`src/design/flash_fs_node_framer_macros.svh`:
```
// ----------------------------------------------------------------------------
// flash_fs_node_framer_macros.svh
// assertion macros used by the node framer top level
// ----------------------------------------------------------------------------
`ifndef FLASH_FS_NODE_FRAMER_MACROS_SVH
`define FLASH_FS_NODE_FRAMER_MACROS_SVH

// same-cycle implication, sampled on clock, off during reset
`define FFNF_ASSERT_IMPL(label, ante, cons) \
   label: assert property (@(posedge clock) disable iff (reset) (ante) |-> (cons)) \
      else $error("node framer check failed");

// next-cycle implication, sampled on clock, off during reset
`define FFNF_ASSERT_NEXT(label, ante, cons) \
   label: assert property (@(posedge clock) disable iff (reset) (ante) |=> (cons)) \
      else $error("node framer check failed");

`endif

```
`src/design/ffnf_pkg.sv`:
```
// ----------------------------------------------------------------------------
// ffnf_pkg
// shared constants, types and helpers of the flash node framer
// ----------------------------------------------------------------------------
package ffnf_pkg;

   // field widths
   localparam int OffWidth   = 21;
   localparam int LenWidth   = 22;
   localparam int TypeWidth  = 8;
   localparam int SeqWidth   = 64;
   localparam int ClassWidth = 2;
   localparam int StartWidth = 19;
   localparam int WordWidth  = 64;
   // wide scratch width for byte offset sums
   localparam int SumWidth   = 34;

   // defaults
   localparam int DefaultMaxBlockWords = 262144;
   localparam logic [LenWidth-1:0] DefaultBlockBytes = 22'd126976;

   // header constants
   localparam logic [31:0] HdrMagic = 32'h0610_1831;
   localparam logic [31:0] HdrBytes = 32'd24;
   localparam logic [31:0] MinInode = 32'd160;
   localparam logic [31:0] MinDentry = 32'd56;
   localparam logic [31:0] MinData  = 32'd48;
   localparam logic [StartWidth-1:0] IdxMask = 19'h7FFFF;

   // node type codes
   localparam logic [TypeWidth-1:0] TypeInode  = 8'd0;
   localparam logic [TypeWidth-1:0] TypeData   = 8'd1;
   localparam logic [TypeWidth-1:0] TypeDentry = 8'd2;

   // node class codes
   localparam logic [ClassWidth-1:0] ClassInode  = 2'd0;
   localparam logic [ClassWidth-1:0] ClassData   = 2'd1;
   localparam logic [ClassWidth-1:0] ClassDentry = 2'd2;
   localparam logic [ClassWidth-1:0] ClassOther  = 2'd3;

   // header check result handed to the top level
   typedef struct packed {
      logic                  update_next;
      logic [StartWidth-1:0] next_start;
      logic                  found;
      logic [OffWidth-1:0]   offset;
      logic [LenWidth-1:0]   length;
      logic [TypeWidth-1:0]  hdr_type;
      logic [ClassWidth-1:0] node_class;
   } check_type;

   // class from type byte and full length field
   function automatic logic [ClassWidth-1:0] classify(
      input logic [TypeWidth-1:0] hdr_type,
      input logic [31:0]          len
   );
      logic [ClassWidth-1:0] cls;
      cls = ClassOther;
      if (hdr_type == TypeInode && len >= MinInode) begin
         cls = ClassInode;
      end else if (hdr_type == TypeData && len >= MinData) begin
         cls = ClassData;
      end else if (hdr_type == TypeDentry && len >= MinDentry) begin
         cls = ClassDentry;
      end
      return cls;
   endfunction

endpackage

```
`src/design/ffnf_header_check.sv`:
```
// ----------------------------------------------------------------------------
// ffnf_header_check
// checks the header candidate two words back and computes the next start
// ----------------------------------------------------------------------------
module ffnf_header_check #(
   parameter int CountWidth = 19
) (
   input  logic [CountWidth-1:0]          word_index,
   input  logic [ffnf_pkg::StartWidth-1:0] next_start,
   input  logic [ffnf_pkg::LenWidth-1:0]  block_bytes,
   input  logic [31:0]                    magic_word,
   input  logic [ffnf_pkg::WordWidth-1:0] cur_word,
   output ffnf_pkg::check_type            check
);

   localparam int SW = ffnf_pkg::SumWidth;

   logic [CountWidth-1:0] start_word;
   logic [SW-1:0]         start_wide;
   logic [SW-1:0]         start_byte;
   logic [SW-1:0]         bytes_wide;
   logic [31:0]           len;
   logic [SW-1:0]         len_wide;
   logic [SW-1:0]         skip_sum;
   logic [SW-1:0]         step_sum;
   logic                  check_en;
   logic                  good;

   // candidate start position
   always_comb begin
      start_word = word_index - CountWidth'(2);
      start_wide = SW'(start_word);
      start_byte = start_wide << 3;
      bytes_wide = SW'(block_bytes);
      len        = cur_word[31:0];
      len_wide   = SW'(len);
   end

   // header window open and fits, then field checks
   always_comb begin
      check_en = (word_index >= CountWidth'(2))
               && (start_wide >= SW'(next_start))
               && (start_byte + SW'(ffnf_pkg::HdrBytes) <= bytes_wide);
      good     = (magic_word == ffnf_pkg::HdrMagic)
               && (len >= ffnf_pkg::HdrBytes)
               && (start_byte + len_wide <= bytes_wide);
   end

   // next start: skip rounded length on a match, else one word
   always_comb begin
      skip_sum = start_wide + ((len_wide + SW'(7)) >> 3);
      step_sum = start_wide + SW'(1);
   end

   always_comb begin
      check.update_next = check_en;
      check.found       = check_en && good;
      if (good) begin
         if (skip_sum > SW'(ffnf_pkg::IdxMask)) begin
            check.next_start = ffnf_pkg::IdxMask;
         end else begin
            check.next_start = skip_sum[ffnf_pkg::StartWidth-1:0];
         end
      end else begin
         check.next_start = step_sum[ffnf_pkg::StartWidth-1:0];
      end
      check.offset     = start_byte[ffnf_pkg::OffWidth-1:0];
      check.length     = len[ffnf_pkg::LenWidth-1:0];
      check.hdr_type   = cur_word[39:32];
      check.node_class = ffnf_pkg::classify(cur_word[39:32], len);
   end

endmodule

```
`src/design/flash_fs_node_framer.sv`:
```
// ----------------------------------------------------------------------------
// flash_fs_node_framer
// scans a logical erase block word stream for filesystem node headers
// ----------------------------------------------------------------------------
//  channel | direction | payload
//  req_    | in        | data_word, block_start
//  rsp_    | out       | offset, length, type byte, sequence number, class
//  csr_    | in        | block_bytes
//
// One word per cycle while req_ready is high; a header is reported in the
// cycle after its third word is taken, from a single result register fed by
// the header compare and adders. Synchronous reset clears counters, window
// and result valid; block_bytes returns to its default. A stalled result
// stalls req_ready only if the result register is full and rsp_ready is low.
// ----------------------------------------------------------------------------
`include "flash_fs_node_framer_macros.svh"

module flash_fs_node_framer #(
   parameter int MAX_BLOCK_WORDS = ffnf_pkg::DefaultMaxBlockWords
) (
   input  logic                            clock,
   input  logic                            reset,
   // request
   input  logic                            req_valid,
   output logic                            req_ready,
   input  logic [ffnf_pkg::WordWidth-1:0]  req_data_word,
   input  logic                            req_block_start,
   // response
   output logic                            rsp_valid,
   input  logic                            rsp_ready,
   output logic [ffnf_pkg::OffWidth-1:0]   rsp_node_offset,
   output logic [ffnf_pkg::LenWidth-1:0]   rsp_node_length,
   output logic [ffnf_pkg::TypeWidth-1:0]  rsp_node_type,
   output logic [ffnf_pkg::SeqWidth-1:0]   rsp_sequence_number,
   output logic [ffnf_pkg::ClassWidth-1:0] rsp_node_class,
   // configuration
   input  logic                            csr_valid,
   output logic                            csr_ready,
   input  logic [ffnf_pkg::LenWidth-1:0]   csr_block_bytes
);

   localparam int CountWidth = $clog2(MAX_BLOCK_WORDS + 1);
   localparam logic [CountWidth-1:0] MaxWords = CountWidth'(MAX_BLOCK_WORDS);

   logic [ffnf_pkg::LenWidth-1:0]   block_bytes_ff;
   logic [ffnf_pkg::WordWidth-1:0]  held_old_ff, held_old_in;
   logic [ffnf_pkg::WordWidth-1:0]  held_new_ff, held_new_in;
   logic [CountWidth-1:0]           word_count_ff, word_count_in;
   logic [ffnf_pkg::StartWidth-1:0] next_start_ff, next_start_in;
   logic                            rsp_valid_ff, rsp_valid_in;
   logic [ffnf_pkg::OffWidth-1:0]   offset_ff;
   logic [ffnf_pkg::LenWidth-1:0]   length_ff;
   logic [ffnf_pkg::TypeWidth-1:0]  type_ff;
   logic [ffnf_pkg::SeqWidth-1:0]   seq_ff;
   logic [ffnf_pkg::ClassWidth-1:0] class_ff;

   logic                            req_take;
   logic [CountWidth-1:0]           word_eff;
   logic [ffnf_pkg::StartWidth-1:0] start_eff;
   logic                            in_range;
   logic                            hit;
   ffnf_pkg::check_type             check;

   // handshakes
   assign req_ready = !rsp_valid_ff || rsp_ready;
   assign req_take  = req_valid && req_ready;
   assign csr_ready = 1'b1;

   // block start restarts counters before the check
   always_comb begin
      word_eff  = req_block_start ? '0 : word_count_ff;
      start_eff = req_block_start ? '0 : next_start_ff;
      in_range  = word_eff < MaxWords;
   end

   ffnf_header_check #(
      .CountWidth (CountWidth)
   ) u_check (
      .word_index  (word_eff),
      .next_start  (start_eff),
      .block_bytes (block_bytes_ff),
      .magic_word  (held_old_ff[31:0]),
      .cur_word    (req_data_word),
      .check       (check)
   );

   assign hit = req_take && in_range && check.found;

   // scan state next values
   always_comb begin
      word_count_in = word_count_ff;
      next_start_in = next_start_ff;
      held_old_in   = held_old_ff;
      held_new_in   = held_new_ff;
      if (req_take) begin
         word_count_in = word_eff;
         next_start_in = start_eff;
         if (in_range) begin
            word_count_in = word_eff + CountWidth'(1);
            held_old_in   = held_new_ff;
            held_new_in   = req_data_word;
            if (check.update_next) begin
               next_start_in = check.next_start;
            end
         end
      end
   end

   // result valid: set on a hit, cleared once taken
   always_comb begin
      rsp_valid_in = rsp_valid_ff;
      if (hit) begin
         rsp_valid_in = 1'b1;
      end else if (rsp_ready) begin
         rsp_valid_in = 1'b0;
      end
   end

   // control registers
   always_ff @(posedge clock) begin
      if (reset) begin
         block_bytes_ff <= ffnf_pkg::DefaultBlockBytes;
         held_old_ff    <= '0;
         held_new_ff    <= '0;
         word_count_ff  <= '0;
         next_start_ff  <= '0;
         rsp_valid_ff   <= 1'b0;
      end else begin
         if (csr_valid && csr_ready) begin
            block_bytes_ff <= csr_block_bytes;
         end
         held_old_ff   <= held_old_in;
         held_new_ff   <= held_new_in;
         word_count_ff <= word_count_in;
         next_start_ff <= next_start_in;
         rsp_valid_ff  <= rsp_valid_in;
      end
   end

   // result payload
   always_ff @(posedge clock) begin
      if (hit) begin
         offset_ff <= check.offset;
         length_ff <= check.length;
         type_ff   <= check.hdr_type;
         seq_ff    <= held_new_ff;
         class_ff  <= check.node_class;
      end
   end

   assign rsp_valid           = rsp_valid_ff;
   assign rsp_node_offset     = offset_ff;
   assign rsp_node_length     = length_ff;
   assign rsp_node_type       = type_ff;
   assign rsp_sequence_number = seq_ff;
   assign rsp_node_class      = class_ff;

   // assertions
   `FFNF_ASSERT_IMPL(a_count_bound, 1'b1, word_count_ff <= MaxWords)
   `FFNF_ASSERT_IMPL(a_min_length, rsp_valid_ff, length_ff >= ffnf_pkg::LenWidth'(24))
   `FFNF_ASSERT_IMPL(a_inode_class, rsp_valid_ff && class_ff == ffnf_pkg::ClassInode,
      type_ff == ffnf_pkg::TypeInode && length_ff >= ffnf_pkg::LenWidth'(160))
   `FFNF_ASSERT_NEXT(a_block_restart, req_take && req_block_start,
      word_count_ff == CountWidth'(1))

endmodule

```
`config.mk`:
```
export PLATFORM = sky130hd
export DESIGN_NAME = flash_fs_node_framer
export DESIGN_NICKNAME = d
export VERILOG_FILES = /design/src/design/ffnf_pkg.sv /design/src/design/ffnf_header_check.sv /design/src/design/flash_fs_node_framer.sv
export VERILOG_INCLUDE_DIRS = /design/src /design/src/design
export SDC_FILE = /design/constraint.sdc
export NUM_CORES = 1
export LEC_CHECK = 0
export ABC_AREA = 1
export BUFFER_PORTS_ARGS = -buffer_cell sky130_fd_sc_hd__buf_2
export CORE_UTILIZATION = 57
export CTS_CLUSTER_DIAMETER = 40
export DETAILED_ROUTE_END_ITERATION = 6
export PLACE_DENSITY = 0.78
export RECOVER_POWER = 50
export SLEW_MARGIN = 40
export SYNTH_ARGS = -nofsm -noshare
export SYNTH_HDL_FRONTEND = slang
export SYNTH_SLANG_ARGS = --single-unit
```
`constraint.sdc`:
```
create_clock -name clock -period 12.25 [get_ports clock]
set_input_delay 0.6125 -clock clock [delete_from_list [all_inputs] [get_ports clock]]
set_output_delay 0.6125 -clock clock [all_outputs]
set_load 0.02 [all_outputs]
```
==> impl_summary.md, run 1 <==
Yosys
The mux share of post-synthesis cell area is 0%. The Yosys step of the flow raised 0 warnings. The adder-cell share of the synthesized area is 8.295%.

Averaged over all synthesized cells, the footprint is 7.595 um^2. The number of distinct standard cells referenced by the synthesized netlist is 58. By area the synthesized netlist is led by edfxtp_1, dfxtp_1, nand2_1, ha_1, nor2_1. The share of the synthesized area in the top cell type is 20.98%. Summing the areas of all compound-gate instances in the mapped netlist gives 12.68% of the synthesized area. The cell type with the highest aggregate area in the netlist is edfxtp_1. The flip-flop and latch count after synthesis is 271. After synthesis, flip-flops and latches occupy 40.23% of the total area. Of the total synthesized cell area, the portion taken by AND, OR, NAND and NOR gates is 27.32%.

The number of enable flip-flop cells after synthesis is 114. The main combinational cell family by area after synthesis is simple AND/OR/NAND/NOR gates. The cell count after synthesis came out at 2149. The flip-flop cell with the highest count after synthesis is dfxtp_1. The synthesized-area fraction occupied by xor and xnor cells is 4.523%.

Of all flip-flops after synthesis, the portion carrying an async set or reset was 0%. The cell area that synthesis handed to floorplanning was 0.01632 mm^2.

Detailed routing
The total DRC errors in the routed layout is 10. Wires add up to 51770 um. The first detailed-routing pass ran for 7 iterations. In the routed layout, each cell is associated on average with a via count of 5.751. The total vias in the final route is 15820. The average routed wire per standard cell is 18.82 um.

The iteration-0 DRC count of the detailed router is 1504. The number of nets still failing antenna checks after routing is 0.

Clocking
The clock latency of the later-clocked register in the worst-skew pair is 0.54 ns. Clock-pin slew was measured on the worst setup and hold paths at 0.06 ns. The sink count of the clock tree is 271. The total of cells resized after clock tree synthesis is 0. The number of setup buffers added after CTS is 0. For this design, the CTS-stage hold fixing added 0 buffers. TritonCTS built the clock tree. The buffer cell driving the clock tree root is clkbuf_16. In this run the deepest clock path goes through 3 buffers. The H-tree was split into 2 levels.

The TritonCTS buffer count is 37.

Die
The effective utilization at floorplan is 58.27%. The die is 171.2 um tall. After floorplanning, the core was sized to cover 0.02801 mm^2. The total I/O pin count is 212.

Row generation in the floorplan step produced 61 rows. From left edge to right edge, the die measures 171.2 um. The floorplan step defined a die boundary enclosing 0.02931 mm^2.

Status
The run finished, with violations left. The final reports fail on design-rule violations, max-capacitance violations, max-slew violations.

Global routing
The initial antenna violation count was 0. Global routing used 35.19% of the available tracks across all layers. The maximum number of pins on one net before global-route repair is 114. Summed over all layers, the global routing overflow is 0.

The number of global-route vias before repair is 14860. The wire length of the first global-routing pass is 78970 um.

Placed design
The congestion estimate from routability-driven global placement came to 1.006. Summed over all nets, the half-perimeter wirelength after detailed placement is 38260 um. The number of buffers inserted by port buffering is 207.

Finish
The repair_antennas step left the layout with diodes totalling 0. The fraction of final layout cells sized beyond drive strength 1 is 8.260%. At the end of the flow, the number of nets in the layout was 2543.

The area growth from synthesis to layout is 14.94%.

Setup path
The required time of the critical path is 12.41 ns. The number of buffers and inverters on the critical path is 4. The kind of cell with the highest combined delay on the critical path is simple AND/OR/NAND/NOR gates. The library cell appearing most often on the critical path is nand2_1. The worst path arrival time is 9.39 ns. Among all stages on the critical path, the largest delay is contributed by clkinvlp_2. STA classifies the critical path endpoint as a register.

The setup path with the least slack is of type input port to register. On the worst path, the slowest cell contributes a delay of 1.34 ns. The startpoint kind of the worst setup timing path is an input port.

In this run the worst path has a maximum fanout of 60.

Power and ir drop
The maximum VDD drop is 0.0001274 V. Power spread over the standard cell area amounts to 136.7 mW/mm^2. The static leakage is 0.007969 uW.

Timing
Setup repair after global routing left no endpoint under its margin. The minimum clock period is 9.223 ns. The worst clock skew is 0.01587 ns.

Based on the critical path, the design can be clocked at up to 108.4 MHz. The headroom to the max-slew limit is -162.4%. The minimum hold slack is 0.2932 ns. The final number of hold-violating endpoints came to 0.

The number of max-slew violations in the final report is 157. The final critical path takes up 75.29% of the cycle. At the pin with the least slew margin, the transition time is 3.936 ns. The post-route setup TNS is 0 ns. Setup violations remaining at the end of the flow were counted as 0.

Job
The number of maximum-capacitance constraint violations is 2.

Worst hold path
The min-delay analysis places its worst path in the category input port to register.
[routing by layer]
metal / vias up / global-route usage [%] / wire length (um)
li1: 7587 / - / -
met5: - / 0 / 0
met4: 0 / 17.43 / 2667
met2: 799 / 61.33 / 24460
met1: 7270 / 42.48 / 20480
met3: 166 / 4.970 / 4158
[tightest hold or removal path, delay by kind of cell]
| family | cells | cell delay [ns] |
|---|---|---|
| compound gates | 2 | 0.11 |
| buf+inv | 1 | 0.08 |
[power breakdown]
group / internal, uW / switching [uW]
registers: 972 / 15.4
logic: 148 / 302
clock network: 688 / 439
total: 1810 / 757
[worst paths after layout]
| check | from | to | depth (start not counted) | slack [ns] |
|---|---|---|---|---|
| worst max-delay path | req_block_start | rsp_node_offset[18] | 31 | 3.03 |
| worst max register to register | word_count_ff[1] | rsp_node_offset[18] | 33 | 4.27 |
| worst min-delay path | csr_block_bytes[12] | block_bytes_ff[12] | 3 | 0.29 |
| worst min register to register | held_new_ff[63] | rsp_sequence_number[63] | 0 | 0.42 |
[metrics by stage]
step / area (um^2) / worst slack (ns) / utilization, % / power, uW / cells
4_1_cts: 18950 / 4.655 / 67.67 / 2567 / 2751
3_3_place_gp: 17630 / 4.365 / 62.93 / 1435 / 2683
5_1_grt: 18760 / 2.326 / 66.97 / 2663 / 2751
6_report: 18760 / 3.027 / 66.97 / 2565 / 2751
2_1_floorplan: 16330 / 4.607 / - / 1309 / 2151
3_5_place_dp: 17640 / 4.175 / 62.97 / 1443 / 2683
[registers in the layout, summed over array words and instances (netlist names), 8 cells and up]
register	flops
block_bytes_ff	22
held_new_ff	64
held_old_ff	32
next_start_ff	19
rsp_node_length	22
rsp_node_offset	18
rsp_node_type	8
rsp_sequence_number	64
word_count_ff	19
[layout by cell type (no fill, tap or decap), drive strengths merged, types with 39 or more instances in the layout]
cell,instances
ha,105
o21ai,179
buf,69
xor2,54
dfxtp,157
nand4,43
inv,228
nand2,426
a21oi,178
nor2,346
clkbuf,192
edfxtp,114
nor3,39
nand3,123
[Yosys cell counts (all sizes together), types with 17 or more instances]
master,n
nand3,123
o21ai,179
nand2,426
a21oi,178
nand4,43
clkbuf,47
dfxtp,157
edfxtp,114
nor4,17
xor2,54
ha,105
xnor2,23
nor2,346
inv,218
nor3,39
[logic make-up after synthesis]
kind of cell	count (synthesis)
XOR/XNOR	77
other	2
buffers and inverters	282
flip-flops	271
AND/OR/NAND/NOR	1016
AO/OA/AOI/OAI	394
adder cells (fa/ha/maj)	107
[final cells by class]
type                       count  area [um^2]
multi-input combinational   1598         8641
timing repair buffer         217        930.9
sequential                   271         6566
inverter                     219        833.3
tap                          378        473.0
clock buffer                  44        952.2
clock inverter                24        362.8
fill                        2468         9251
Power figures use the tool's default switching activity.
==> run 2, diff against run 1 <==
--- a/config.mk
+++ b/config.mk
@@ -8,10 +8,10 @@
 export LEC_CHECK = 0
 export ABC_AREA = 1
 export BUFFER_PORTS_ARGS = -buffer_cell sky130_fd_sc_hd__buf_2
-export CORE_UTILIZATION = 57
+export CORE_UTILIZATION = 53
 export CTS_CLUSTER_DIAMETER = 40
 export DETAILED_ROUTE_END_ITERATION = 6
-export PLACE_DENSITY = 0.78
+export PLACE_DENSITY = 0.76
 export RECOVER_POWER = 50
 export SLEW_MARGIN = 40
 export SYNTH_ARGS = -nofsm -noshare
==> constraint.sdc (replaced) <==
create_clock -name clock -period 8.2 [get_ports clock]
set_input_delay 0.41 -clock clock [delete_from_list [all_inputs] [get_ports clock]]
set_output_delay 0.41 -clock clock [all_outputs]
set_load 0.02 [all_outputs]
==> impl_summary.md, run 2 (same netlist as run 1, synthesis figures left out) <==
Global routing
Entering global routing, the biggest net connects 136 pins. The initial antenna violation count is 0. The remaining global-route overflow is 0. The number of global-route vias before repair came to 14750. The wire length of the first global-routing pass is 79060 um. The overall track demand over capacity in global routing is 32.48%.

Setup path
Data arrives at the worst endpoint at 7.31 ns. The buffers plus inverters on the worst setup path is 6. The delay of the slowest critical-path stage is 0.61 ns.

Among the stages of the critical path, the cell type that occurs most often is nand2_1. Of all nets on the critical path, the largest fanout is 38. The library cell contributing the largest single delay on the critical path is nor2_1. The kind of cell with the highest combined delay on the critical path is simple AND/OR/NAND/NOR gates. The setup path with the least slack is of type register to register.

For flop-to-flop paths, the worst setup slack is 1.11 ns. STA classifies the critical path startpoint as a register. STA classifies the critical path endpoint as a register. For the worst setup path, the data required time is 8.42 ns.

Clocking
The number of setup buffers added after CTS is 0. In this run, post-CTS hold repair placed 0 buffers. The number of buffers on the longest clock path is 3. TritonCTS built the clock tree.

The buffer cell driving the clock tree root is clkbuf_16. Clock latency on the worst-skew pair, taken at its later pin, is 0.55 ns. After clock tree synthesis, the clock-pin slew on the worst setup and hold paths is 0.05 ns. The sink count of the clock tree is 271. The TritonCTS buffer count is 38. The CTS H-tree depth is 2. The total of cells resized after clock tree synthesis is 0.

Timing
The final number of hold-violating endpoints came to 0. The worst path in the final design needs a cycle of 7.094 ns, including I/O delays and setup. The headroom to the max-slew limit is -230.6%. The final critical path takes up 86.51% of the cycle. Setup repair after global routing left no endpoint under its margin. The worst-case setup margin in the final layout is 1.106 ns. The number of max-slew violations in the final report was 136. The pin slew with the least headroom to its limit is 4.959 ns. On the final layout, the worst clock skew is 0.03053 ns.

The timing-limited maximum frequency is 141.0 MHz. After routing, the total negative slack on setup checks comes to 0 ns. The total setup violations reported at the end of the flow is 0.

Placed design
The detailed-placement wirelength estimate is 37460 um. At the placement stage, the worst setup path has a slack of 1.230 ns. The congestion estimate from routability-driven global placement came to 0.9622. The count of buffers added on input and output ports is 207. The cell total after placement is 2702.

Detailed routing
The detailed router put a total of 20610 um of wire on met1. After detailed routing, the total wire length is 51010 um. Using the TritonRoute via totals, the vias-per-cell ratio works out to 5.624. The average routed wire per standard cell is 18.40 um. In the routed design, unresolved DRC markers number 0. The detail route stage leaves a number of antenna-violating nets equal to 0. The number of search-and-repair iterations in the first detailed-routing pass is 7. The detailed-routed wire length on met3 is 4179 um. The iteration-0 DRC count of the detailed router is 1433. In the detailed route, the total length drawn on met2 is 24410 um. The detailed router used layers up to and including met4.

The total vias in the final route is 15590.

Finish
The net count of the finished layout is 2551. The most common cell after layout, fill and taps aside is nand2_1. In the final layout, the multi-input gates occupy 0.008620 mm^2. The layout overhead on the synthesized area is 15.20%. The final core utilization is 62.77%.

The top cell types in the final layout, fill and taps aside, are nand2_1, nor2_1, inv_1. The finished layout holds 2772 standard cells, fillers aside. The fraction of final layout cells sized beyond drive strength 1 is 8.354%. Fill cells in the final layout number 2688. Summing all flip-flop and latch instances after layout gives 0.006566 mm^2. The number of antenna diodes in the final layout is 0.

Die
The die covers 0.03150 mm^2. In this run the count of I/O pins placed on the die edge is 212. The total area inside the core boundary comes to 0.02995 mm^2. For this configuration, the core starts out at a cell density of 54.49%. The number of placement rows is 63. The height of the die is 177.5 um.

The x dimension of the die is 177.5 um.

Power and ir drop
The static leakage is 0.007982 uW. Across the VDD grid, the largest voltage drop is 0.0001879 V. The power density relative to cell area is 200.6 mW/mm^2.

Status
The flow ran to the end, but the final reports show violations. The final reports fail on max-capacitance violations, max-slew violations.

Worst hold path
In this run the worst hold path is classified as input port to register.

Job
Max-cap violations in this run came to 1.
## run 2: changes by cell type in the layout (fill, tap and decap cells not counted), moves of 3 or more
cell	before	now
clkinv_2	1	4
buf_4	7	11
inv_6	7	4
inv_8	5	1
bufinv_16	5	2
## run 2: worst min-delay path, delay by kind of cell
| kind | cells | cell delay, ns |
|---|---|---|
| buffers and inverters | 1 | 0.08 |
| AO/OA/AOI/OAI | 2 | 0.11 |
## run 2: stage by stage
| stage | power, uW | area [um^2] | hold slack [ns] |
|---|---|---|---|
| finish | 3772 | 18800 | 0.08249 |
| global route | 3927 | 18800 | 0.08994 |
| detailed placement | 2151 | 17730 | 0.4087 |
| global placement | 2142 | 17720 | 0.4056 |
| floorplan | 1956 | 16330 | 0.4030 |
| CTS | 3781 | 19020 | 0.05563 |
## run 2: power breakdown
part	internal, uW	switching (uW)
Clock	973	657
Sequential	1450	22.6
Combinational	222	445
Total	2650	1120
## run 2: final timing paths
check	start	to	depth (start not counted)
worst max-delay path	word_count_ff[1]	rsp_node_length[8]	34
worst min-delay path	csr_block_bytes[16]	block_bytes_ff[16]	3
worst max register to register	word_count_ff[1]	rsp_node_length[8]	34
worst min register to register	held_new_ff[35]	rsp_sequence_number[35]	0
## run 2: area by class of cell
| type | count | share of cell area [%] |
|---|---|---|
| multi-input cells | 1598 | 45.84 |
| flip-flops and latches | 271 | 34.92 |
| well taps | 390 | 2.595 |
| repair buffers | 224 | 5.344 |
| inverters | 219 | 4.439 |
| clock inverters | 23 | 1.451 |
| clock buffers | 47 | 5.404 |
## run 2: routing by layer
metal / vias to the layer above / global-route usage (%)
met5: - / 0
met4: 0 / 12.11
met3: 145 / 4.413
met2: 710 / 56.80
met1: 7113 / 40.52
li1: 7623 / -
==> run 3, diff against run 2 <==
--- a/config.mk
+++ b/config.mk
@@ -8,11 +8,13 @@
 export LEC_CHECK = 0
 export ABC_AREA = 1
 export BUFFER_PORTS_ARGS = -buffer_cell sky130_fd_sc_hd__buf_2
-export CORE_UTILIZATION = 53
+export CELL_PAD_IN_SITES_DETAIL_PLACEMENT = 0
+export CELL_PAD_IN_SITES_GLOBAL_PLACEMENT = 1
+export CORE_UTILIZATION = 39
 export CTS_CLUSTER_DIAMETER = 40
 export DETAILED_ROUTE_END_ITERATION = 6
+export HOLD_SLACK_MARGIN = 0.1
 export PLACE_DENSITY = 0.76
-export RECOVER_POWER = 50
 export SLEW_MARGIN = 40
 export SYNTH_ARGS = -nofsm -noshare
 export SYNTH_HDL_FRONTEND = slang
==> impl_summary.md, run 3 (same netlist as run 1, synthesis figures left out) <==
Power and ir drop
The total power consumption of the routed design is 4043 uW. For this design the ratio of total power to cell area is 203.7 mW/mm^2. VDD sags by at most 0.0001385 V. The static leakage is 0.008710 uW.

Placed design
After detailed placement, the total cell area comes to 0.01795 mm^2. Port buffering added 207 buffers. The wire-length estimate of the detail-placed layout is 41180 um. The weighted congestion reported at the end of routability-driven placement is 0.9468. The pre-CTS worst setup slack is 1.023 ns.

Global routing
Global routing consumed, on the met1 layer, 34.60% of the routing resources. For met2 alone, demand over resource in global routing was 44.53%. In the global route stage, met3 resource usage came out at 3.359%. The number of global-route vias before repair is 14890. The wire length of the first global-routing pass is 84940 um.

Global routing consumed, over all layers together, 26.28% of the routing resources. The total overflow left after global routing is 0. Entering global routing, the biggest net connects 116 pins.

The initial antenna violation count is 0. After global routing, the most crowded layer is met2.

Clocking
The CTS H-tree depth is 2. The number of buffers on the longest clock path is 3. The buffer cell driving the clock tree root is clkbuf_16. TritonCTS built the clock tree. Clock tree synthesis found a total of 271 sinks. The clock latency of the later-clocked register in the worst-skew pair is 0.57 ns. The TritonCTS buffer count is 43. Once the clock tree was built, the setup fixing pass inserted 0 buffers.

Clock-pin slew was measured on the worst setup and hold paths at 0.05 ns.

Setup path
STA classifies the critical path endpoint as a register. The required time of the critical path is 8.45 ns. Of all nets on the critical path, the largest fanout is 49. The startpoint kind of the worst setup timing path is a register.

The library cell appearing most often on the critical path is nand2_1. In this run the critical register-to-register path is launched from word_count_ff[1]. The critical path is of the register to register type.

The largest single stage delay on the critical path is 0.61 ns. In this run the worst setup path begins at word_count_ff[1]. The worst path arrival time is 7.22 ns. The library cell contributing the largest single delay on the critical path is inv_4.

Timing
The period utilization is 84.96%. The minimum hold slack is 0.1350 ns. Setup violations remaining at the end of the flow were counted as 0. The pin slew with the least headroom to its limit is 0.8207 ns. The headroom to the max-slew limit is 45.29%. The final number of hold-violating endpoints was 0. Adding up every negative setup slack in the final design gives 0 ns. The minimum clock period is 6.967 ns. The worst-case setup margin in the final layout is 1.233 ns.

The number of max-slew violations in the final report is 0. The timing-limited maximum frequency is 143.5 MHz. Setup repair after global routing left no endpoint under its margin.

Clock skew on the completed layout was measured at 0.01463 ns.

Worst hold path
The startpoint identified for the worst hold timing path is req_data_word[47]. In this run the worst hold path is classified as input port to register.

Die
The placeable core region is 0.04102 mm^2. The die is 206.6 um tall. The effective utilization at floorplan is 39.79%. The die covers 0.04267 mm^2.

The x dimension of the die is 206.6 um. The total I/O pin count is 212. The floorplan has 74 rows.

Finish
The most common cell after layout, fill and taps aside is nand2_1. The post-route cell area is 0.01985 mm^2. The count of inserted antenna diode cells is 0. Cells with a size suffix above 1 make up 15.15% of the layout. The layout overhead on the synthesized area is 21.60%. In the layout the commonest cells are nand2_1, nor2_1, inv_1, buf_2, o21ai_0. The number of filler instances in the final layout is 4048.

The number of nets at the end of the flow is 2599.

Detailed routing
The final wirelength is 55800 um. The final route contains 15550 vias. The number of nets still failing antenna checks after routing is 0. Before antenna repair, the detailed router went through 7 iterations. After detailed routing, the number of remaining DRC violations is 24. The via-per-instance ratio is 5.242. The average routed wire per standard cell is 18.81 um.

After the first detailed-routing iteration, the DRC count stood at 1146.

Status
The checks that failed: design-rule violations. The flow ran to the end, but the final reports show violations.

Job
Max-cap violations in this run came to 0.
==> run 3: changes by cell type in the layout (fill, tap and decap cells not counted), moves of 3 or more <==
cell / delta
buf_2: +147
clkbuf_16: +5
clkbuf_8: +3
clkbuf_1: -151
buf_4: +4
dlygate4sd3_1: +39
==> run 3: worst max-delay path: cells and delay by family (launching register included) <==
kind | cells | cell delay, ns
AO/OA/AOI/OAI | 7 | 1.42
AND/OR/NAND/NOR | 14 | 2.00
adder cells (fa/ha/maj) | 3 | 1.13
buffers and inverters | 6 | 1.60
flip-flops | 1 | 0.30
XOR/XNOR | 1 | 0.15
==> run 3: path summary, 6_finish.rpt <==
path,endpoint,cells past startpoint,slack [ns]
worst max-delay path,rsp_node_length[19],31,1.23
worst min-delay path,held_new_ff[47],3,0.13
worst max register to register,rsp_node_length[19],31,1.23
worst min register to register,rsp_sequence_number[46],0,0.42
==> run 3: power breakdown <==
part | total, uW | switching, uW | internal (uW)
combinational | 694 | 458 | 236
clock | 1870 | 704 | 1170
sequential | 1470 | 22.1 | 1450
==> run 3: area by class of cell <==
cell class	count	area (um^2)	area share, %
multi-input cells	1598	8643	43.55
clock buffers	53	1175	5.920
flip-flops and latches	271	6566	33.09
inverters	219	834.6	4.205
well taps	532	665.6	3.354
repair buffers	267	1632	8.221
clock inverters	27	329.1	1.658
==> run 3: timing repair <==
item                                   in CTS  in global routing
hold buffers                               39                  0
endpoints found under the hold margin      41                  0
resized for setup                           0                  0
==> run 3: layer usage <==
layer / up-vias / wire [um]
met5: - / 0
met4: 0 / 1368
met3: 86 / 3141
met2: 513 / 26400
met1: 7228 / 24890
li1: 7727 / -
==> run 3: per-stage QoR <==
step | cells | util [%]
3_3_place_gp | 2846 | 43.67
5_1_grt | 2967 | 48.38
2_1_floorplan | 2151 | -
3_5_place_dp | 2848 | 43.76
6_report | 2967 | 48.38
4_1_cts | 2967 | 48.38
